File: src/rtl/core/wfha_pkg.sv
// ----------------------------------------------------------------------------
// wfha_pkg
// Shared types, codes and default sizes for the worst-fit hole allocator.
// ----------------------------------------------------------------------------
package wfha_pkg;

  // Default sizing of the hole table
  localparam int HOLES_DEF     = 16;
  localparam int SIZE_BITS_DEF = 16;

  // Fixed field widths on the channels
  localparam int CMD_W   = 2;
  localparam int HSIZE_W = 16;
  localparam int RSIZE_W = 16;
  localparam int STAT_W  = 2;
  localparam int CHOSE_W = 4;
  localparam int LEFT_W  = 16;
  localparam int FRAG_W  = 20;

  localparam logic [FRAG_W-1:0] FRAG_MAX = {FRAG_W{1'b1}};

  typedef enum logic [CMD_W-1:0] {
    CMD_CLEAR   = 2'd0,
    CMD_LOAD    = 2'd1,
    CMD_REQUEST = 2'd2,
    CMD_REPORT  = 2'd3
  } wfha_cmd_e;

  // Result status codes
  localparam logic [STAT_W-1:0] STAT_OK    = 2'd0;
  localparam logic [STAT_W-1:0] STAT_NOFIT = 2'd1;
  localparam logic [STAT_W-1:0] STAT_FULL  = 2'd2;

  // Hole marks kept next to the size in each table entry
  localparam int MARK_W = 2;
  localparam logic [MARK_W-1:0] MARK_FREE  = 2'd0;
  localparam logic [MARK_W-1:0] MARK_BUSY  = 2'd1;
  localparam logic [MARK_W-1:0] MARK_ALLOC = 2'd2;

  typedef enum logic [1:0] {
    ST_IDLE,
    ST_SCAN,
    ST_WRITE,
    ST_DONE
  } wfha_state_e;

  typedef struct packed {
    logic [CMD_W-1:0]   command;
    logic [HSIZE_W-1:0] hole_size;
    logic               hole_busy;
    logic [RSIZE_W-1:0] request_size;
  } wfha_cmd_t;

  typedef struct packed {
    logic [STAT_W-1:0]  status;
    logic [CHOSE_W-1:0] chosen_hole;
    logic [LEFT_W-1:0]  leftover;
    logic [FRAG_W-1:0]  external_frag;
    logic [FRAG_W-1:0]  internal_frag;
  } wfha_result_t;

endpackage

File: src/rtl/core/wfha_if.sv
// ----------------------------------------------------------------------------
// wfha_if
// Valid/ready channel interfaces for allocator commands and results.
// ----------------------------------------------------------------------------
interface wfha_cmd_if;
  logic                          valid;
  logic                          ready;
  logic [wfha_pkg::CMD_W-1:0]    command;
  logic [wfha_pkg::HSIZE_W-1:0]  hole_size;
  logic                          hole_busy;
  logic [wfha_pkg::RSIZE_W-1:0]  request_size;

  modport source (output valid, command, hole_size, hole_busy, request_size,
                  input ready);
  modport sink   (input valid, command, hole_size, hole_busy, request_size,
                  output ready);
endinterface

interface wfha_res_if;
  logic                          valid;
  logic                          ready;
  logic [wfha_pkg::STAT_W-1:0]   status;
  logic [wfha_pkg::CHOSE_W-1:0]  chosen_hole;
  logic [wfha_pkg::LEFT_W-1:0]   leftover;
  logic [wfha_pkg::FRAG_W-1:0]   external_frag;
  logic [wfha_pkg::FRAG_W-1:0]   internal_frag;

  modport source (output valid, status, chosen_hole, leftover, external_frag,
                  internal_frag, input ready);
  modport sink   (input valid, status, chosen_hole, leftover, external_frag,
                  internal_frag, output ready);
endinterface

File: src/rtl/core/worst_fit_hole_allocator_core.sv
// ----------------------------------------------------------------------------
// worst_fit_hole_allocator_core
// Worst-fit allocator over a table of memory holes held in one memory.
// ----------------------------------------------------------------------------
// Usage:
//   cmd_ch carries one command per transfer: clear, load a hole, request
//   space, or report fragmentation. res_ch returns exactly one result
//   transfer per command, in order.
//   Clear and load register their result and go straight to the done
//   state. A request or report walks the n loaded holes through the memory
//   read port, one entry per cycle; a granted request then adds a
//   write-back of the chosen hole before its result is offered. The
//   single read port sets the scan rate.
//   One command is in work at a time; the next is taken once the current
//   result has moved into the output register, even while that register
//   still waits for the receiver.
//   Reset empties the table (hole count zero) and drops any pending result;
//   memory contents are left as they are and never read before a load.
//   When the receiver stalls, the output register holds its result and the
//   sequencer holds the following one, so no result is lost.
// ----------------------------------------------------------------------------
module worst_fit_hole_allocator_core #(
  parameter int HOLES     = wfha_pkg::HOLES_DEF,
  parameter int SIZE_BITS = wfha_pkg::SIZE_BITS_DEF
) (
  input  logic        clk,
  input  logic        rst,
  wfha_cmd_if.sink    cmd_ch,
  wfha_res_if.source  res_ch
);

  localparam int IDX_W = $clog2(HOLES);
  localparam int ENT_W = SIZE_BITS + wfha_pkg::MARK_W;

  wfha_pkg::wfha_cmd_t    cmd;
  wfha_pkg::wfha_result_t res;
  wfha_pkg::wfha_result_t out_res;
  logic                   out_valid;
  logic                   res_valid;
  logic                   res_ready;

  logic                   mem_we;
  logic [IDX_W-1:0]       mem_waddr;
  logic [ENT_W-1:0]       mem_wdata;
  logic                   mem_re;
  logic [IDX_W-1:0]       mem_raddr;
  logic [ENT_W-1:0]       mem_rdata;

  // Pack the command payload
  assign cmd.command      = cmd_ch.command;
  assign cmd.hole_size    = cmd_ch.hole_size;
  assign cmd.hole_busy    = cmd_ch.hole_busy;
  assign cmd.request_size = cmd_ch.request_size;

  wfha_ctrl #(
    .HOLES     (HOLES),
    .SIZE_BITS (SIZE_BITS)
  ) u_ctrl (
    .clk       (clk),
    .rst       (rst),
    .cmd_valid (cmd_ch.valid),
    .cmd_ready (cmd_ch.ready),
    .cmd       (cmd),
    .res_valid (res_valid),
    .res_ready (res_ready),
    .res       (res),
    .mem_we    (mem_we),
    .mem_waddr (mem_waddr),
    .mem_wdata (mem_wdata),
    .mem_re    (mem_re),
    .mem_raddr (mem_raddr),
    .mem_rdata (mem_rdata)
  );

  wfha_mem #(
    .DEPTH (HOLES),
    .WIDTH (ENT_W)
  ) u_mem (
    .clk   (clk),
    .we    (mem_we),
    .waddr (mem_waddr),
    .wdata (mem_wdata),
    .re    (mem_re),
    .raddr (mem_raddr),
    .rdata (mem_rdata)
  );

  // Output register: take a new result when empty or draining this cycle
  assign res_ready = !out_valid || res_ch.ready;

  always_ff @(posedge clk) begin
    if (rst) begin
      out_valid <= 1'b0;
    end else if (res_ready) begin
      out_valid <= res_valid;
    end
  end

  always_ff @(posedge clk) begin
    if (res_ready && res_valid) begin
      out_res <= res;
    end
  end

  assign res_ch.valid         = out_valid;
  assign res_ch.status        = out_res.status;
  assign res_ch.chosen_hole   = out_res.chosen_hole;
  assign res_ch.leftover      = out_res.leftover;
  assign res_ch.external_frag = out_res.external_frag;
  assign res_ch.internal_frag = out_res.internal_frag;

endmodule

File: src/rtl/core/wfha_mem.sv
// ----------------------------------------------------------------------------
// wfha_mem
// Hole table: one write port, one read port with registered read data.
// ----------------------------------------------------------------------------
module wfha_mem #(
  parameter int DEPTH = wfha_pkg::HOLES_DEF,
  parameter int WIDTH = wfha_pkg::SIZE_BITS_DEF + wfha_pkg::MARK_W
) (
  input  logic                     clk,
  input  logic                     we,
  input  logic [$clog2(DEPTH)-1:0] waddr,
  input  logic [WIDTH-1:0]         wdata,
  input  logic                     re,
  input  logic [$clog2(DEPTH)-1:0] raddr,
  output logic [WIDTH-1:0]         rdata
);

  logic [WIDTH-1:0] mem [DEPTH];

  always_ff @(posedge clk) begin
    if (we) begin
      mem[waddr] <= wdata;
    end
  end

  always_ff @(posedge clk) begin
    if (re) begin
      rdata <= mem[raddr];
    end
  end

endmodule

File: src/rtl/core/wfha_ctrl.sv
// ----------------------------------------------------------------------------
// wfha_ctrl
// Command sequencer: loads holes, scans the table for worst fit or
// fragmentation sums, and writes the granted hole back.
// ----------------------------------------------------------------------------
module wfha_ctrl #(
  parameter int HOLES     = wfha_pkg::HOLES_DEF,
  parameter int SIZE_BITS = wfha_pkg::SIZE_BITS_DEF
) (
  input  logic                              clk,
  input  logic                              rst,
  input  logic                              cmd_valid,
  output logic                              cmd_ready,
  input  wfha_pkg::wfha_cmd_t               cmd,
  output logic                              res_valid,
  input  logic                              res_ready,
  output wfha_pkg::wfha_result_t            res,
  output logic                              mem_we,
  output logic [$clog2(HOLES)-1:0]          mem_waddr,
  output logic [SIZE_BITS+wfha_pkg::MARK_W-1:0] mem_wdata,
  output logic                              mem_re,
  output logic [$clog2(HOLES)-1:0]          mem_raddr,
  input  logic [SIZE_BITS+wfha_pkg::MARK_W-1:0] mem_rdata
);

  localparam int IDX_W = $clog2(HOLES);
  localparam int CNT_W = $clog2(HOLES + 1);
  localparam int CH_W  = (IDX_W > wfha_pkg::CHOSE_W) ? IDX_W : wfha_pkg::CHOSE_W;
  localparam int CMP_W = (SIZE_BITS > wfha_pkg::RSIZE_W) ? SIZE_BITS : wfha_pkg::RSIZE_W;
  localparam int ACC_W = (SIZE_BITS > wfha_pkg::FRAG_W) ? SIZE_BITS : wfha_pkg::FRAG_W;
  localparam int SUM_W = ACC_W + 1;

  function automatic logic [wfha_pkg::CHOSE_W-1:0] low_index(input logic [IDX_W-1:0] v);
    logic [CH_W-1:0] w;
    w = CH_W'(v);
    return w[wfha_pkg::CHOSE_W-1:0];
  endfunction

  function automatic logic [wfha_pkg::FRAG_W-1:0] sat_add(
    input logic [wfha_pkg::FRAG_W-1:0] acc,
    input logic [SIZE_BITS-1:0]        v
  );
    logic [SUM_W-1:0] s;
    s = SUM_W'(acc) + SUM_W'(v);
    if (s > SUM_W'(wfha_pkg::FRAG_MAX)) begin
      return wfha_pkg::FRAG_MAX;
    end
    return s[wfha_pkg::FRAG_W-1:0];
  endfunction

  wfha_pkg::wfha_state_e state, state_next;

  logic [CNT_W-1:0]           count;
  logic [wfha_pkg::CMD_W-1:0] op;
  logic [CMP_W-1:0]           req;
  logic [CNT_W-1:0]           rd_ptr;
  logic                       dv;
  logic [IDX_W-1:0]           tag;
  logic                       found;
  logic [IDX_W-1:0]           best;
  logic [SIZE_BITS-1:0]       best_left;
  logic [wfha_pkg::FRAG_W-1:0] ext_sum;
  logic [wfha_pkg::FRAG_W-1:0] int_sum;

  logic                       accept;
  logic                       full;
  logic                       scan_end;
  logic [SIZE_BITS-1:0]       hsize;
  logic [CMP_W-1:0]           hsize_ext;
  logic [SIZE_BITS-1:0]       e_space;
  logic [wfha_pkg::MARK_W-1:0] e_mark;
  logic [CMP_W-1:0]           e_diff;
  logic                       e_fits;
  logic [CMP_W-1:0]           left_ext;
  wfha_pkg::wfha_result_t     load_res;
  wfha_pkg::wfha_result_t     scan_res;

  assign accept    = cmd_valid && cmd_ready;
  assign full      = (count == CNT_W'(HOLES));
  assign scan_end  = (rd_ptr == count) && !dv;
  assign hsize_ext = CMP_W'(cmd.hole_size);
  assign hsize     = hsize_ext[SIZE_BITS-1:0];
  assign e_space   = mem_rdata[SIZE_BITS-1:0];
  assign e_mark    = mem_rdata[SIZE_BITS +: wfha_pkg::MARK_W];
  assign e_diff    = CMP_W'(e_space) - req;
  assign e_fits    = (e_mark == wfha_pkg::MARK_FREE) && (CMP_W'(e_space) >= req);
  assign left_ext  = CMP_W'(best_left);

  // Result of a load: slot written, or table full
  always_comb begin
    load_res = '0;
    if (full) begin
      load_res.status = wfha_pkg::STAT_FULL;
    end else begin
      load_res.chosen_hole = low_index(count[IDX_W-1:0]);
    end
  end

  // Result at the end of a scan
  always_comb begin
    scan_res = '0;
    if (op == wfha_pkg::CMD_REQUEST) begin
      if (found) begin
        scan_res.chosen_hole = low_index(best);
        scan_res.leftover    = left_ext[wfha_pkg::LEFT_W-1:0];
      end else begin
        scan_res.status = wfha_pkg::STAT_NOFIT;
      end
    end else begin
      scan_res.external_frag = ext_sum;
      scan_res.internal_frag = int_sum;
    end
  end

  // Next state
  always_comb begin
    state_next = state;
    case (state)
      wfha_pkg::ST_IDLE: begin
        if (accept) begin
          if (cmd.command == wfha_pkg::CMD_REQUEST ||
              cmd.command == wfha_pkg::CMD_REPORT) begin
            state_next = wfha_pkg::ST_SCAN;
          end else begin
            state_next = wfha_pkg::ST_DONE;
          end
        end
      end
      wfha_pkg::ST_SCAN: begin
        if (scan_end) begin
          if (op == wfha_pkg::CMD_REQUEST && found) begin
            state_next = wfha_pkg::ST_WRITE;
          end else begin
            state_next = wfha_pkg::ST_DONE;
          end
        end
      end
      wfha_pkg::ST_WRITE: begin
        state_next = wfha_pkg::ST_DONE;
      end
      wfha_pkg::ST_DONE: begin
        if (res_ready) begin
          state_next = wfha_pkg::ST_IDLE;
        end
      end
      default: begin
        state_next = wfha_pkg::ST_IDLE;
      end
    endcase
  end

  // Outputs
  always_comb begin
    cmd_ready = 1'b0;
    res_valid = 1'b0;
    mem_we    = 1'b0;
    mem_waddr = count[IDX_W-1:0];
    mem_wdata = {(cmd.hole_busy ? wfha_pkg::MARK_BUSY : wfha_pkg::MARK_FREE), hsize};
    mem_re    = 1'b0;
    mem_raddr = rd_ptr[IDX_W-1:0];
    case (state)
      wfha_pkg::ST_IDLE: begin
        cmd_ready = 1'b1;
        mem_we    = cmd_valid && (cmd.command == wfha_pkg::CMD_LOAD) && !full;
      end
      wfha_pkg::ST_SCAN: begin
        mem_re = (rd_ptr != count);
      end
      wfha_pkg::ST_WRITE: begin
        mem_we    = 1'b1;
        mem_waddr = best;
        mem_wdata = {wfha_pkg::MARK_ALLOC, best_left};
      end
      wfha_pkg::ST_DONE: begin
        res_valid = 1'b1;
      end
      default: begin
        cmd_ready = 1'b0;
      end
    endcase
  end

  // Control state
  always_ff @(posedge clk) begin
    if (rst) begin
      state <= wfha_pkg::ST_IDLE;
      count <= '0;
      dv    <= 1'b0;
    end else begin
      state <= state_next;
      if (accept) begin
        dv <= 1'b0;
        if (cmd.command == wfha_pkg::CMD_CLEAR) begin
          count <= '0;
        end else if (cmd.command == wfha_pkg::CMD_LOAD && !full) begin
          count <= count + CNT_W'(1);
        end
      end else if (state == wfha_pkg::ST_SCAN) begin
        dv <= mem_re;
      end
    end
  end

  // Datapath
  always_ff @(posedge clk) begin
    if (accept) begin
      op        <= cmd.command;
      req       <= CMP_W'(cmd.request_size);
      rd_ptr    <= '0;
      found     <= 1'b0;
      best      <= '0;
      best_left <= '0;
      ext_sum   <= '0;
      int_sum   <= '0;
      if (cmd.command == wfha_pkg::CMD_LOAD) begin
        res <= load_res;
      end else begin
        res <= '0;
      end
    end else if (state == wfha_pkg::ST_SCAN) begin
      tag <= rd_ptr[IDX_W-1:0];
      if (mem_re) begin
        rd_ptr <= rd_ptr + CNT_W'(1);
      end
      if (dv) begin
        if (op == wfha_pkg::CMD_REQUEST) begin
          // Strictly larger leftover wins, so ties keep the lowest index
          if (e_fits && (!found || e_diff[SIZE_BITS-1:0] > best_left)) begin
            found     <= 1'b1;
            best      <= tag;
            best_left <= e_diff[SIZE_BITS-1:0];
          end
        end else begin
          if (e_mark == wfha_pkg::MARK_ALLOC) begin
            int_sum <= sat_add(int_sum, e_space);
          end else if (e_mark == wfha_pkg::MARK_FREE) begin
            ext_sum <= sat_add(ext_sum, e_space);
          end
        end
      end
      if (scan_end) begin
        res <= scan_res;
      end
    end
  end

endmodule
File: src/flat_wrapper.sv
// flat-port wrapper written by rule: the top's interface ports become plain ports
module worst_fit_hole_allocator_core_flat 
#(
  parameter int HOLES     = wfha_pkg::HOLES_DEF,
  parameter int SIZE_BITS = wfha_pkg::SIZE_BITS_DEF
)
  (clk, rst, cmd_ch_valid, cmd_ch_command, cmd_ch_hole_size, cmd_ch_hole_busy, cmd_ch_request_size, cmd_ch_ready, res_ch_valid, res_ch_status, res_ch_chosen_hole, res_ch_leftover, res_ch_external_frag, res_ch_internal_frag, res_ch_ready);
  wfha_cmd_if cmd_ch_i ();
  wfha_res_if res_ch_i ();
  input  logic clk;
  input  logic rst;
  input wire logic [$bits(cmd_ch_i.valid)-1:0] cmd_ch_valid;
  input wire logic [$bits(cmd_ch_i.command)-1:0] cmd_ch_command;
  input wire logic [$bits(cmd_ch_i.hole_size)-1:0] cmd_ch_hole_size;
  input wire logic [$bits(cmd_ch_i.hole_busy)-1:0] cmd_ch_hole_busy;
  input wire logic [$bits(cmd_ch_i.request_size)-1:0] cmd_ch_request_size;
  output wire logic [$bits(cmd_ch_i.ready)-1:0] cmd_ch_ready;
  output wire logic [$bits(res_ch_i.valid)-1:0] res_ch_valid;
  output wire logic [$bits(res_ch_i.status)-1:0] res_ch_status;
  output wire logic [$bits(res_ch_i.chosen_hole)-1:0] res_ch_chosen_hole;
  output wire logic [$bits(res_ch_i.leftover)-1:0] res_ch_leftover;
  output wire logic [$bits(res_ch_i.external_frag)-1:0] res_ch_external_frag;
  output wire logic [$bits(res_ch_i.internal_frag)-1:0] res_ch_internal_frag;
  input wire logic [$bits(res_ch_i.ready)-1:0] res_ch_ready;
  assign cmd_ch_i.valid = cmd_ch_valid;
  assign cmd_ch_i.command = cmd_ch_command;
  assign cmd_ch_i.hole_size = cmd_ch_hole_size;
  assign cmd_ch_i.hole_busy = cmd_ch_hole_busy;
  assign cmd_ch_i.request_size = cmd_ch_request_size;
  assign cmd_ch_ready = cmd_ch_i.ready;
  assign res_ch_valid = res_ch_i.valid;
  assign res_ch_status = res_ch_i.status;
  assign res_ch_chosen_hole = res_ch_i.chosen_hole;
  assign res_ch_leftover = res_ch_i.leftover;
  assign res_ch_external_frag = res_ch_i.external_frag;
  assign res_ch_internal_frag = res_ch_i.internal_frag;
  assign res_ch_i.ready = res_ch_ready;
  worst_fit_hole_allocator_core #(.HOLES(HOLES), .SIZE_BITS(SIZE_BITS)) u_core (.clk(clk), .rst(rst), .cmd_ch(cmd_ch_i), .res_ch(res_ch_i));
endmodule
File: config.mk
export PLATFORM = sky130hd
export DESIGN_NAME = worst_fit_hole_allocator_core_flat
export DESIGN_NICKNAME = d
export VERILOG_FILES = /design/src/rtl/core/wfha_pkg.sv /design/src/rtl/core/wfha_if.sv /design/src/rtl/core/worst_fit_hole_allocator_core.sv /design/src/rtl/core/wfha_mem.sv /design/src/rtl/core/wfha_ctrl.sv /design/src/flat_wrapper.sv
export SDC_FILE = /design/constraint.sdc
export NUM_CORES = 1
export LEC_CHECK = 0
export ABC_CLOCK_PERIOD_IN_PS = 7300
export BUFFER_PORTS_ARGS = -buffer_cell sky130_fd_sc_hd__buf_2
export CAP_MARGIN = 40
export CORE_MARGIN = 1
export CORE_UTILIZATION = 28
export CTS_BUF_LIST = sky130_fd_sc_hd__clkbuf_16
export CTS_CLUSTER_SIZE = 16
export DETAILED_ROUTE_END_ITERATION = 16
export HOLD_SLACK_MARGIN = 0.12
export PLACE_DENSITY = 0.45
export SYNTH_ARGS = -nofsm -noshare
export SYNTH_HDL_FRONTEND = slang
export SYNTH_SLANG_ARGS = --single-unit
File: constraint.sdc
create_clock -name clk -period 7.3 [get_ports clk]
set_clock_uncertainty 0.15 [all_clocks]
set_input_delay 1.095 -clock clk [delete_from_list [all_inputs] [get_ports clk]]
set_output_delay 1.095 -clock clk [all_outputs]
set_load 0.01 [all_outputs]
==> impl_results.md, run 1 <==
- Period Utilization, post-route: 67.6%
- Die X: 285 um
- WP data required: 7.65 ns
- Antenna Cells: 0
- Max-cap violations: 0
- Startpoint types: flop
- CP most frequent cell: o21ai_0
- Clk buf depth: 3
- Total track usage: 14.2%
- Main synth FF type: edfxtp_1
- Flops & latches, synth: 527
- Initial Util: 28.3%
- Power share of the sequential group: 47.0%
- Cell count after synthesis: 1449
- Worst-Margin Slew: 0.930 ns
- Vias in the first global route: 13100
- Drt first-iter violations: 825
- Largest net degree at the start of global routing: 79
- Combinational power share: 18.6%
- Die Ht: 285 um
- Core area: 79100 um2
- Non-Filler Instances: 2683
- Count of pins over their slew limit: 0
- Minimum clock period: 4.93 ns
- NetSw: 0.00236 W
- Root Buffer: clkbuf_16
- Cell variety after synth: 69
- Worst-path fanout max: 15
- Worst EP arrival: 5.28 ns
- Post-CTS Resized: 0
- Final wirelength: 57.8 mm
- Register area share after synthesis: 67.2%
- Max-slew headroom: 37.9%
- Synthesized cell area: 22400 um2
- Clock share of power: 34.5%
- GR Util met2: 23.9%
- DR vias/cell: 4.77
- Final setup viols: 0
- DR pass1 iterations: 5
- Layer with the highest usage: met2
- Design area: 26300 um2
- # placed instances: 2572
- Worst hold path class: reg -> reg
- First-pass GRT wire length: 85.4 mm
- DR DRC count: 0
- Die ar.: 81200 um2
- Leak Pwr: 9.16 nW
- CTS tree: yes
- DP Area: 24300 um2
- Met1 Resource Use GR: 18.3%
- Synth Warn #: 0
- Number of flops mapped to enable cells by yosys: 452
- Slowest-stage cell, CP: o211ai_2
- Async S/R FF share, synth: 0%
- PD cells: 323 nW/um2
- CTS buffer count: 59
- Crit end category: flop
- Clock sink count: 527
- Area delta synth->final: 17.2%
- Dpl hpwl: 36.5 mm
- Wirelength per Cell: 21.6 um
- Grt met3 use: 2.19%
- Post-route ant nets: 0
- Clock Latency Late Sink: 0.63 ns
- Post-layout util: 33.2%
- Fmax: 203 MHz
- RSZ-0062 raised after global routing: false
- IO Port Bufs: 102
- Row count: 103
- Syn_area_per_cell: 15.5 um2
- Net Count, Synth: 1562
- Final net count: 1696
- Layout cells sized above 1: 21.6%
- Hold-fix buffers, CTS: 0
- Type of the worst setup path: reg -> reg
- Grt total ovfl: 0
- Clk slew on worst S/H paths: 0.06 ns
- Ports: 103
- Vias: 12800
- Worst VDD drop: 0.000199 V
- Net Sw Frac: 27.8%
- Crit-path max cell delay: 0.52 ns
- Final TNS setup: 0 ns
- Post-CTS Setup Bufs: 0
- Fill cells: 7710
- H-Tree Depth: 2
- Status: complete, no violations
- Initial antenna violation count: 2
- Global placer's final weighted congestion: 0.857
- Internal power: 0.00613 W
- Crit-path cells: inv_1 -> ha_1 -> inv_1 -> fa_1 -> a211oi_1 -> o21ai_0 -> a31oi_1 -> o21bai_1 -> a21oi_1 -> xnor2_1 -> ha_1 -> o21ai_0 -> o21bai_1 -> a21oi_1 -> o21ai_0 -> o211ai_2 -> buf_4 -> mux2i_1 -> nor2_1
- Fin. Hold Viols: 0
[state kept, by name, indices dropped and copies added, names as in the netlist, 16 cells and up]
register and flops:
u_core.u_mem.rdata 18, u_core.u_mem.mem 288, u_core.u_ctrl.res 62, u_core.u_ctrl.ext_sum 20, u_core.u_ctrl.req 16, u_core.u_ctrl.int_sum 20, u_core.u_ctrl.best_left 16, u_core.res_ch.internal_frag 20
u_core.res_ch.external_frag 20, u_core.res_ch.leftover 16
[metal layers]
layer | part of all wire, % | wire length (um) | vias to the layer above
li1 | - | - | 5969
met1 | 44 | 25200 | 6422
met2 | 49 | 28200 | 301
met3 | 4.1 | 2390 | 104
met4 | 3.4 | 1980 | 0
met5 | 0 | 0 | -
[critical path: cells and delay by family (launching register included)]
family	cells	cell delay (ns)
xor+xnor	1	0.21
mux	1	0.21
buf+inv	3	0.50
flops	1	0.45
simple gates	1	0.06
compound gates	10	2.26
fa+ha+maj	3	0.94
[synthesized netlist by cell type, types with 8 or more instances]
library cell    n  area, um2
a211oi_1       14        105
a21o_1         16        120
a21oi_1        75        375
a31oi_1        11       68.8
and3_1         42        263
buf_2          10       50.1
clkbuf_1       47        176
dfxtp_1        75       1500
edfxtp_1      452      13600
ha_1           71        888
inv_1          57        214
mux2_2         16        180
mux2i_1        18        180
mux4_2         90       2030
nand2_1        45        169
nand2b_1        8       50.1
nand3_1        22        110
nand4_1        10       62.6
nor2_1         95        357
nor2b_1         8       50.1
nor3_1         40        200
nor4_1         19        119
o21a_1         11       82.6
o21ai_0        60        300
o21bai_1        8       60.1
xnor2_1        23        201
xor2_1         20        175
[cells in the final DEF, fill, tap and decap left out, types with 8 or more instances in the layout]
cell type / n
a211oi_1: 14
a21o_1: 16
a21oi_1: 75
a31oi_1: 10
and3_1: 42
buf_2: 102
buf_4: 31
clkbuf_16: 59
clkinv_1: 16
dfxtp_1: 72
edfxtp_1: 452
ha_1: 70
inv_1: 67
mux2_2: 16
mux2i_1: 18
mux4_2: 90
nand2_1: 44
nand3_1: 22
nand4_1: 10
nor2_1: 95
nor3_1: 39
nor4_1: 19
o21a_1: 11
o21ai_0: 60
o21bai_1: 8
xnor2_1: 23
xor2_1: 20
[power by group through the flow]
stage | Combinational (W) | Clock, W | Sequential, W
detailed placement | 0.00160 | 0 | 0.00406
global route | 0.00173 | 0.00313 | 0.00402
CTS | 0.00161 | 0.00302 | 0.00400
finish | 0.00158 | 0.00292 | 0.00398
global placement | 0.00156 | 0 | 0.00405
floorplan | 0.00106 | 0 | 0.00402
[kinds of logic after synthesis]
group	Yosys count	share of synthesized area (%)
DFF	527	67.2
adders and majority gates	74	4.23
xor gates and xnor gates	43	1.68
and+or+nand+nor	308	6.87
muxes	124	10.6
AOI/OAI and AO/OA	250	7.15
buffers and inverters	123	2.18
[path summary, 6_finish.rpt]
path | start | endpoint | slack (ns) | depth (start not counted)
hold reg to reg | u_core.u_ctrl.res[4]$_SDFFCE_PP0P_ | u_core.res_ch.internal_frag[4]$_DFFE_PP_ | 0.27 | 0
setup / recovery | u_core.u_mem.rdata[0]$_DFFE_PP_ | u_core.u_ctrl.best[1]$_SDFFE_PP0P_ | 2.37 | 19
hold / removal | u_core.u_ctrl.res[4]$_SDFFCE_PP0P_ | u_core.res_ch.internal_frag[4]$_DFFE_PP_ | 0.27 | 0
setup reg to reg | u_core.u_mem.rdata[0]$_DFFE_PP_ | u_core.u_ctrl.best[1]$_SDFFE_PP0P_ | 2.37 | 19
[cell type report]
class                           count  area, um2  area share [%]
Sequential cell                   527      15100            57.4
Clock inverter                     52        449            1.71
Tap cell                         1050       1310            5.00
Inverter                           59        221           0.843
Timing Repair Buffer              137        837            3.19
Clock buffer                       59       1480            5.62
Multi-Input combinational cell    799       6890            26.2
[through the flow]
stage / hold WS [ns] / total power, W / setup WS (ns)
2_1_floorplan: 0.250 / 0.00508 / 1.01
3_3_place_gp: 0.255 / 0.00561 / 2.55
3_5_place_dp: 0.255 / 0.00566 / 2.40
4_1_cts: 0.268 / 0.00863 / 2.36
5_1_grt: 0.267 / 0.00889 / 1.94
6_report: 0.267 / 0.00848 / 2.37
Note: power is estimated with default switching activity, not from simulation.
==> inputs of run 2 (changes only) <==
--- a/config.mk
+++ b/config.mk
@@ -5,7 +5,7 @@
 export SDC_FILE = /design/constraint.sdc
 export NUM_CORES = 1
 export LEC_CHECK = 0
-export ABC_CLOCK_PERIOD_IN_PS = 7300
+export ABC_CLOCK_PERIOD_IN_PS = 4300
 export BUFFER_PORTS_ARGS = -buffer_cell sky130_fd_sc_hd__buf_2
 export CAP_MARGIN = 40
 export CORE_MARGIN = 1
@@ -14,7 +14,7 @@
 export CTS_CLUSTER_SIZE = 16
 export DETAILED_ROUTE_END_ITERATION = 16
 export HOLD_SLACK_MARGIN = 0.12
-export PLACE_DENSITY = 0.45
+export PLACE_DENSITY = 0.46
 export SYNTH_ARGS = -nofsm -noshare
 export SYNTH_HDL_FRONTEND = slang
 export SYNTH_SLANG_ARGS = --single-unit
==> constraint.sdc (replaced) <==
create_clock -name clk -period 4.3 [get_ports clk]
set_clock_uncertainty 0.15 [all_clocks]
set_input_delay 0.645 -clock clk [delete_from_list [all_inputs] [get_ports clk]]
set_output_delay 0.645 -clock clk [all_outputs]
set_load 0.01 [all_outputs]
==> run 2 against run 1 <==
Cell count is 1.2% higher; setup slack worse by 2.1 ns; hold slack worse by 0.087 ns; die area stayed put; sequential share of layout area is 0.87 points lower; sequential power is 69% higher; design area is 1.5% higher; clock-buffer cell count stayed put; via count is 0.34% lower; clock power is 71% higher; flip-flop and latch count stayed put; utilization is 0.51 points higher; critical path type unchanged; largest cell class unchanged.
==> impl_results.md, run 2 (synthesis results as in run 1) <==
- Largest net degree at the start of global routing: 77
- Global placer's final weighted congestion: 0.854
- Initial antenna violation count: 3
- RSZ-0062 raised after global routing: true
- Total track usage: 13.9%
- Max FFs per register: 288
- Design area: 26700 um2
- Final setup viols: 0
- Layout cells sized above 1: 23.3%
- Top reg by flops: u_core.u_mem.mem
- Startpoint types: flop
- Clock Latency Late Sink: 0.63 ns
- Clk slew on worst S/H paths: 0.06 ns
- Commonest non-fill, non-tap cell in the layout: edfxtp_1
- FF-to-FF End: u_core.u_ctrl.best_left[14]$_SDFFE_PP0P_
- Period Utilization, post-route: 94.7%
- DP Area: 24400 um2
- Ports: 103
- First-pass GRT wire length: 84.4 mm
- Core area: 79100 um2
- Grt total ovfl: 0
- Max-slew headroom: 41.8%
- Biggest regs: u_core.u_mem.mem x288, u_core.u_ctrl.res x62
- Type of the worst setup path: reg -> reg
- Fill cells: 7705
- Count of pins over their slew limit: 0
- Buf/Inv on CP: 4
- CTS buffer count: 58
- Critical Path End: u_core.u_ctrl.best_left[14]$_SDFFE_PP0P_
- Max-cap violations: 0
- WP depth: 20
- Minimum clock period: 4.07 ns
- Area delta synth->final: 19.0%
- Row count: 103
- PnR worst setup slack: 0.229 ns
- Clock sink count: 527
- PD cells: 543 nW/um2
- Post-route ant nets: 0
- Fmax: 246 MHz
- H-Tree Depth: 2
- Vias in the first global route: 13100
- Hold_ws: 0.180 ns
- Place WS: 0.0589 ns
- Crit end category: flop
- Final wirelength: 57.5 mm
- Crit path from: u_core.u_mem.rdata[0]$_DFFE_PP_
- DR DRC count: 0
- Pwr Total: 0.0145 W
- Fin. Hold Viols: 0
- Die X: 285 um
- DR vias/cell: 4.70
- Critical R2R Launch: u_core.u_mem.rdata[0]$_DFFE_PP_
- Die ar.: 81200 um2
- Final net count: 1726
- Worst-path fanout max: 6
- Root Buffer: clkbuf_16
- Die Ht: 285 um
- Slowest-stage cell, CP: fa_2
- IO Port Bufs: 102
- Worst EP arrival: 4.44 ns
- FF-to-FF setup slack: 0.23 ns
- Worst hold path class: in -> reg
- Leak Pwr: 9.33 nW
- Crit-path max cell delay: 0.42 ns
- Highest-count cells in the layout ignoring fill and taps: edfxtp_1 (452), buf_2 (102), mux4_2 (90)
- Initial Util: 28.3%
- Clk buf depth: 3
- Reg2reg path depth: 20
- Worst VDD drop: 0.000268 V
- Drt first-iter violations: 866
- CTS tree: yes
- Vias: 12800
- Dpl hpwl: 36.7 mm
- Worst-Margin Slew: 0.872 ns
- Status: complete, no violations
- Worst path top cell family by delay: compound AO/OA/AOI/OAI gates
- WP data required: 4.67 ns
- DR pass1 iterations: 5
- Final TNS setup: 0 ns
- Wirelength per Cell: 21.2 um
- Crit-path cells: inv_1 -> ha_1 -> inv_1 -> fa_2 -> a211oi_4 -> o21ai_2 -> a31oi_2 -> o21bai_1 -> a21oi_1 -> xnor2_1 -> ha_1 -> o21ai_1 -> o21bai_1 -> a21oi_2 -> o21ai_0 -> o211ai_2 -> buf_4 -> clkbuf_16 -> nor2_1 -> a211oi_1
[run 2: cell count changes in the layout (fill, tap and decap cells not counted), sizes merged]
cell / change
dlygate4sd3: +17
buf: +13
clkbuf: +2
inv: -2
clkdlybuf4s15: -1
clkinvlp: +1
diode: +1
[run 2: cell type report]
| cell class | instances | area (um2) | share of cell area (%) |
|---|---|---|---|
| Clock buffer | 59 | 1480 | 5.54 |
| Inverter | 59 | 221 | 0.830 |
| Timing Repair Buffer | 168 | 1160 | 4.35 |
| Sequential cell | 527 | 15100 | 56.5 |
| Tap cell | 1050 | 1310 | 4.93 |
| Antenna cell | 1 | 2.50 | 0.00938 |
| Clock inverter | 51 | 453 | 1.70 |
| Multi-Input combinational cell | 799 | 6970 | 26.1 |
[run 2: worst min-delay path by stage]
stage,startpoint,end,slack (ns),cells past startpoint
2_1_floorplan,u_core.u_ctrl.res[56]$_DFFE_PP_,u_core.res_ch.chosen_hole[0]$_DFFE_PP_,0.25,0
3_3_place_gp,u_core.u_ctrl.res[33]$_SDFFCE_PP0P_,u_core.res_ch.external_frag[13]$_DFFE_PP_,0.25,0
3_5_place_dp,u_core.u_ctrl.res[33]$_SDFFCE_PP0P_,u_core.res_ch.external_frag[13]$_DFFE_PP_,0.25,0
4_1_cts,cmd_ch_command[0],u_core.u_ctrl.op[0]$_DFFE_PP_,0.13,1
5_1_grt,cmd_ch_command[0],u_core.u_ctrl.op[0]$_DFFE_PP_,0.14,1
6_report,cmd_ch_command[0],u_core.u_ctrl.op[0]$_DFFE_PP_,0.18,1
[run 2: through the flow]
| stage | utilization, % | std cells |
|---|---|---|
| finish | 33.7 | 2714 |
| global placement | 30.8 | 2577 |
| floorplan | - | 1449 |
| global route | 33.7 | 2713 |
| CTS | 33.5 | 2706 |
| detailed placement | 30.9 | 2579 |
[run 2: report_power, final]
| group | leakage [nW] | internal, W | switching, W |
|---|---|---|---|
| Clock | 0.953 | 0.00287 | 0.00211 |
| Sequential | 4.78 | 0.00651 | 0.000234 |
| Combinational | 3.59 | 0.00107 | 0.00169 |
[run 2: per-layer routing]
layer / global-route usage, % / vias up / part of all wire (%)
met3: 2.06 / 83 / 3.5
li1: - / 6012 / -
met5: 0 / - / 0
met4: 3.49 / 0 / 2.0
met2: 24.5 / 265 / 51
met1: 18.0 / 6393 / 44
[run 2: repair_timing]
item / 4_1_cts / 5_1_grt
hold endpoints to repair: 17 / 0
gates resized for setup: 0 / 12
hold buffers: 17 / 0
setup buffers: 0 / 4
endpoints found under the setup margin: 0 / 21
